===== src/rtl/gcc_ram.sv =====
// Generic single write port, single read port RAM with registered read data.
// Stand-alone; used for every store of the clustering coefficient block.
module gcc_ram #(
  parameter int unsigned Width = 8,
  parameter int unsigned Depth = 256
) (
  input  logic                                      clk_i,
  input  logic                                      we_i,
  input  logic [(Depth > 1 ? $clog2(Depth) : 1)-1:0] waddr_i,
  input  logic [Width-1:0]                          wdata_i,
  input  logic [(Depth > 1 ? $clog2(Depth) : 1)-1:0] raddr_i,
  output logic [Width-1:0]                          rdata_o
);

  logic [Width-1:0] mem_q [Depth];
  logic [Width-1:0] rdata_q;

  always_ff @(posedge clk_i) begin
    if (we_i) begin
      mem_q[waddr_i] <= wdata_i;
    end
    rdata_q <= mem_q[raddr_i];
  end

  assign rdata_o = rdata_q;

endmodule


===== config.mk =====
export PLATFORM = sky130hd
export DESIGN_NAME = gcc_ram
export DESIGN_NICKNAME = d
export VERILOG_FILES = /design/src/rtl/gcc_ram.sv
export SDC_FILE = /design/constraint.sdc
export NUM_CORES = 2
export LEC_CHECK = 0
export ABC_AREA = 1
export BUFFER_PORTS_ARGS = -buffer_cell sky130_fd_sc_hd__buf_2
export CAP_MARGIN = 20
export CORE_AREA = 5 5 463 465
export DETAILED_ROUTE_END_ITERATION = 6
export DIE_AREA = 0 0 468 470
export GPL_TIMING_DRIVEN = 1
export HOLD_SLACK_MARGIN = 0.06
export SYNTH_ARGS = -nofsm -noshare
export SYNTH_HDL_FRONTEND = slang
export SYNTH_SLANG_ARGS = --single-unit

===== constraint.sdc =====
create_clock -name clk_i -period 1.95 [get_ports clk_i]
set_input_delay 0.0975 -clock clk_i [delete_from_list [all_inputs] [get_ports clk_i]]
set_output_delay 0.0975 -clock clk_i [all_outputs]
set_load 0.05 [all_outputs]

==> results.json <==
{
  "cts_setup_buffers": 0,
  "syn_nets": 7029,
  "dpl.hpwl_um": 149000,
  "finalSetupViolCount": 0,
  "arrival_ps": 2620,
  "drv_cap": 0,
  "root_buffer": "clkbuf_16",
  "grt_pass1_wl_um": 355000,
  "area_growth_pct": 17.8,
  "p_leak_nw": 35.0,
  "initial_core_util_pct": 39.9,
  "cts.sinks": 2056,
  "relSlewSlack_pct": 32.2,
  "syn_area_per_cell_um2": 11.9,
  "die_width_um": 468,
  "p_clk_share_pct": 41.2,
  "hold_viol": 0,
  "cp.required_ps": 2670,
  "h-tree-depth": 4,
  "ios": 34,
  "wl_met1_um": 99000,
  "grt_max_degree": 87,
  "r2r_start": "mem_q[41][6]$_DFFE_PP_",
  "synth-seq-cells": 2056,
  "rsz0062_at_grt": "false",
  "worst_pin_slew_ps": 1020,
  "fin_crit_sh_pct": 97.4,
  "seqPwrFrac_pct": 52.0,
  "critPathCaptureType": "register",
  "swShare_pct": 22.5,
  "vias_per_cell": 5.40,
  "startpoint": "mem_q[41][6]$_DFFE_PP_",
  "fmax_ghz": 0.526,
  "synth-warning-count": 0,
  "synth_area_um2": 83400,
  "totalPowerFinal_mw": 93.9,
  "antenna_left": 0,
  "fin_tns_setup_ps": 0,
  "design.core.area_um2": 209000,
  "globalRouteOverflowTotal": 0,
  "wl_met2_um": 112000,
  "routedWlPerCell_um": 22.8,
  "antenna_found_initial": 11,
  "peakVddDrop_v": 0.000825,
  "vias": 56300,
  "drive_above_1_share_pct": 13.1,
  "route.met3.wl_um": 17600,
  "cp-start-kind": "register",
  "cts_tree": "yes",
  "die_area_um2": 220000,
  "hold_path_class": "primary input to register",
  "seq_area_frac_synth_pct": 73.9,
  "grt.total_usage_pct": 21.3,
  "drtPass1Iterations": 6,
  "routabilityCongestion": 0.880,
  "combPwrFrac_pct": 6.9,
  "nets": 7470,
  "internal_power_mw": 72.8,
  "crit_fanout": 1,
  "clock_latency_ps": 850,
  "grt_pass1_vias": 54500,
  "netlist-cell-type-count": 14,
  "cts.path.max_buffers": 3,
  "clkSlewWorstSetupHoldPaths_ps": 60,
  "layout_common_cells": "2116 x nand2_1, 2048 x edfxtp_1, 2016 x nand3_1",
  "skew_ps": 24.4,
  "wl_um": 237000,
  "power_density_nw_per_um2": 956,
  "p_sw_mw": 21.1,
  "hold_start": "waddr_i[0]",
  "placementRows": 168,
  "holdWs_ps": 138,
  "layout_min_cycle_time_ps": 1900,
  "numPortBuffers": 33,
  "criticalPathCategory": "register to register",
  "synth_cells": 7003,
  "status": "completed",
  "fp.dieH_um": 470,
  "drc": 0,
  "drv_slew": 0,
  "first_iter_violations": 6427,
  "final_common_cell": "nand2_1",
  "numCtsBuffers": 208,
  "maxUsedRoutingLayer": "met4"
}
[metrics by stage]
stage               setup slack, ps  utilization (%)  std cells  instance area (um2)
finish                         50.0             47.0      10400                98300
global route                   19.2             47.0      10400                98300
CTS                            5.39             47.0      10400                98200
detailed placement             -688             43.8      10000                91500
global placement               -693             43.8      10000                91500
floorplan                       361                -       7003                83400
[state kept, by name, indices dropped and copies added (netlist names)]
name     flops
rdata_o      8
mem_q     2048
[cell type report]
| class | count | area [um2] |
|---|---|---|
| clock buffers | 270 | 5530 |
| well taps | 2805 | 3510 |
| multi-input cells | 4425 | 19200 |
| inverters | 39 | 180 |
| fillers | 18400 | 111000 |
| repair buffers | 714 | 7180 |
| flip-flops and latches | 2056 | 61700 |
| clock inverters | 108 | 1020 |
| diodes | 3 | 7.51 |
[path summary, 6_finish.rpt]
path	to	slack [ps]	cells past startpoint
setup / recovery	rdata_o[6]$_DFF_P_	50	11
hold / removal	mem_q[196][0]$_DFFE_PP_	140	7
setup reg to reg	rdata_o[6]$_DFF_P_	50	11
hold reg to reg	rdata_o[5]$_DFF_P_	1060	10
[power groups by stage]
stage | Combinational, mW | Clock, mW | Sequential (mW)
2_1_floorplan | 3.01 | 0 | 49.8
4_1_cts | 6.45 | 39.2 | 48.8
3_3_place_gp | 6.36 | 0 | 49.7
5_1_grt | 6.93 | 41.1 | 48.8
6_report | 6.44 | 38.7 | 48.8
3_5_place_dp | 6.40 | 0 | 49.7
[worst max-delay path: stages (launching register included)]
cell and delay, ps:
edfxtp_1 360, nand2_1 80, nand3_1 90, nand3_1 100, nand3_1 140, nand3_1 280
nand3_1 140, buf_4 170, nand3_1 140, nand2_1 120, nand2_1 100, nand2_1 60
[cell usage after synthesis]
master	count	share of area, %
inv_2	2	0.0090
buf_8	1	0.018
buf_2	268	1.6
nand3_1	2019	12
inv_4	1	0.0075
dfxtp_1	8	0.19
nand2_1	2123	9.6
clkbuf_1	112	0.50
inv_1	36	0.16
edfxtp_1	2048	74
buf_4	46	0.41
nor2_1	283	1.3
buf_1	40	0.18
buf_6	16	0.22
[cells by family (layout without fill, tap and decap cells)]
family	after synthesis	in the layout	synth area share, %
simple gates	4425	4425	22.9
buf+inv	522	1131	3.12
flops	2056	2056	73.9
other cells	0	3	0
[per-layer routing]
metal	up-vias	track usage, %
met3	411	3.16
met5	-	0
met2	2208	33.9
li1	25800	-
met1	27900	29.8
met4	0	7.87
[what timing repair did]
action / 4_1_cts / 5_1_grt
hold buffers: 14 / 0
endpoints found under the hold margin: 1939 / 0
cloned: 0 / 0
endpoints found under the setup margin: 3 / 22
resized for setup: 3 / 6
Power figures use the tool's default switching activity.
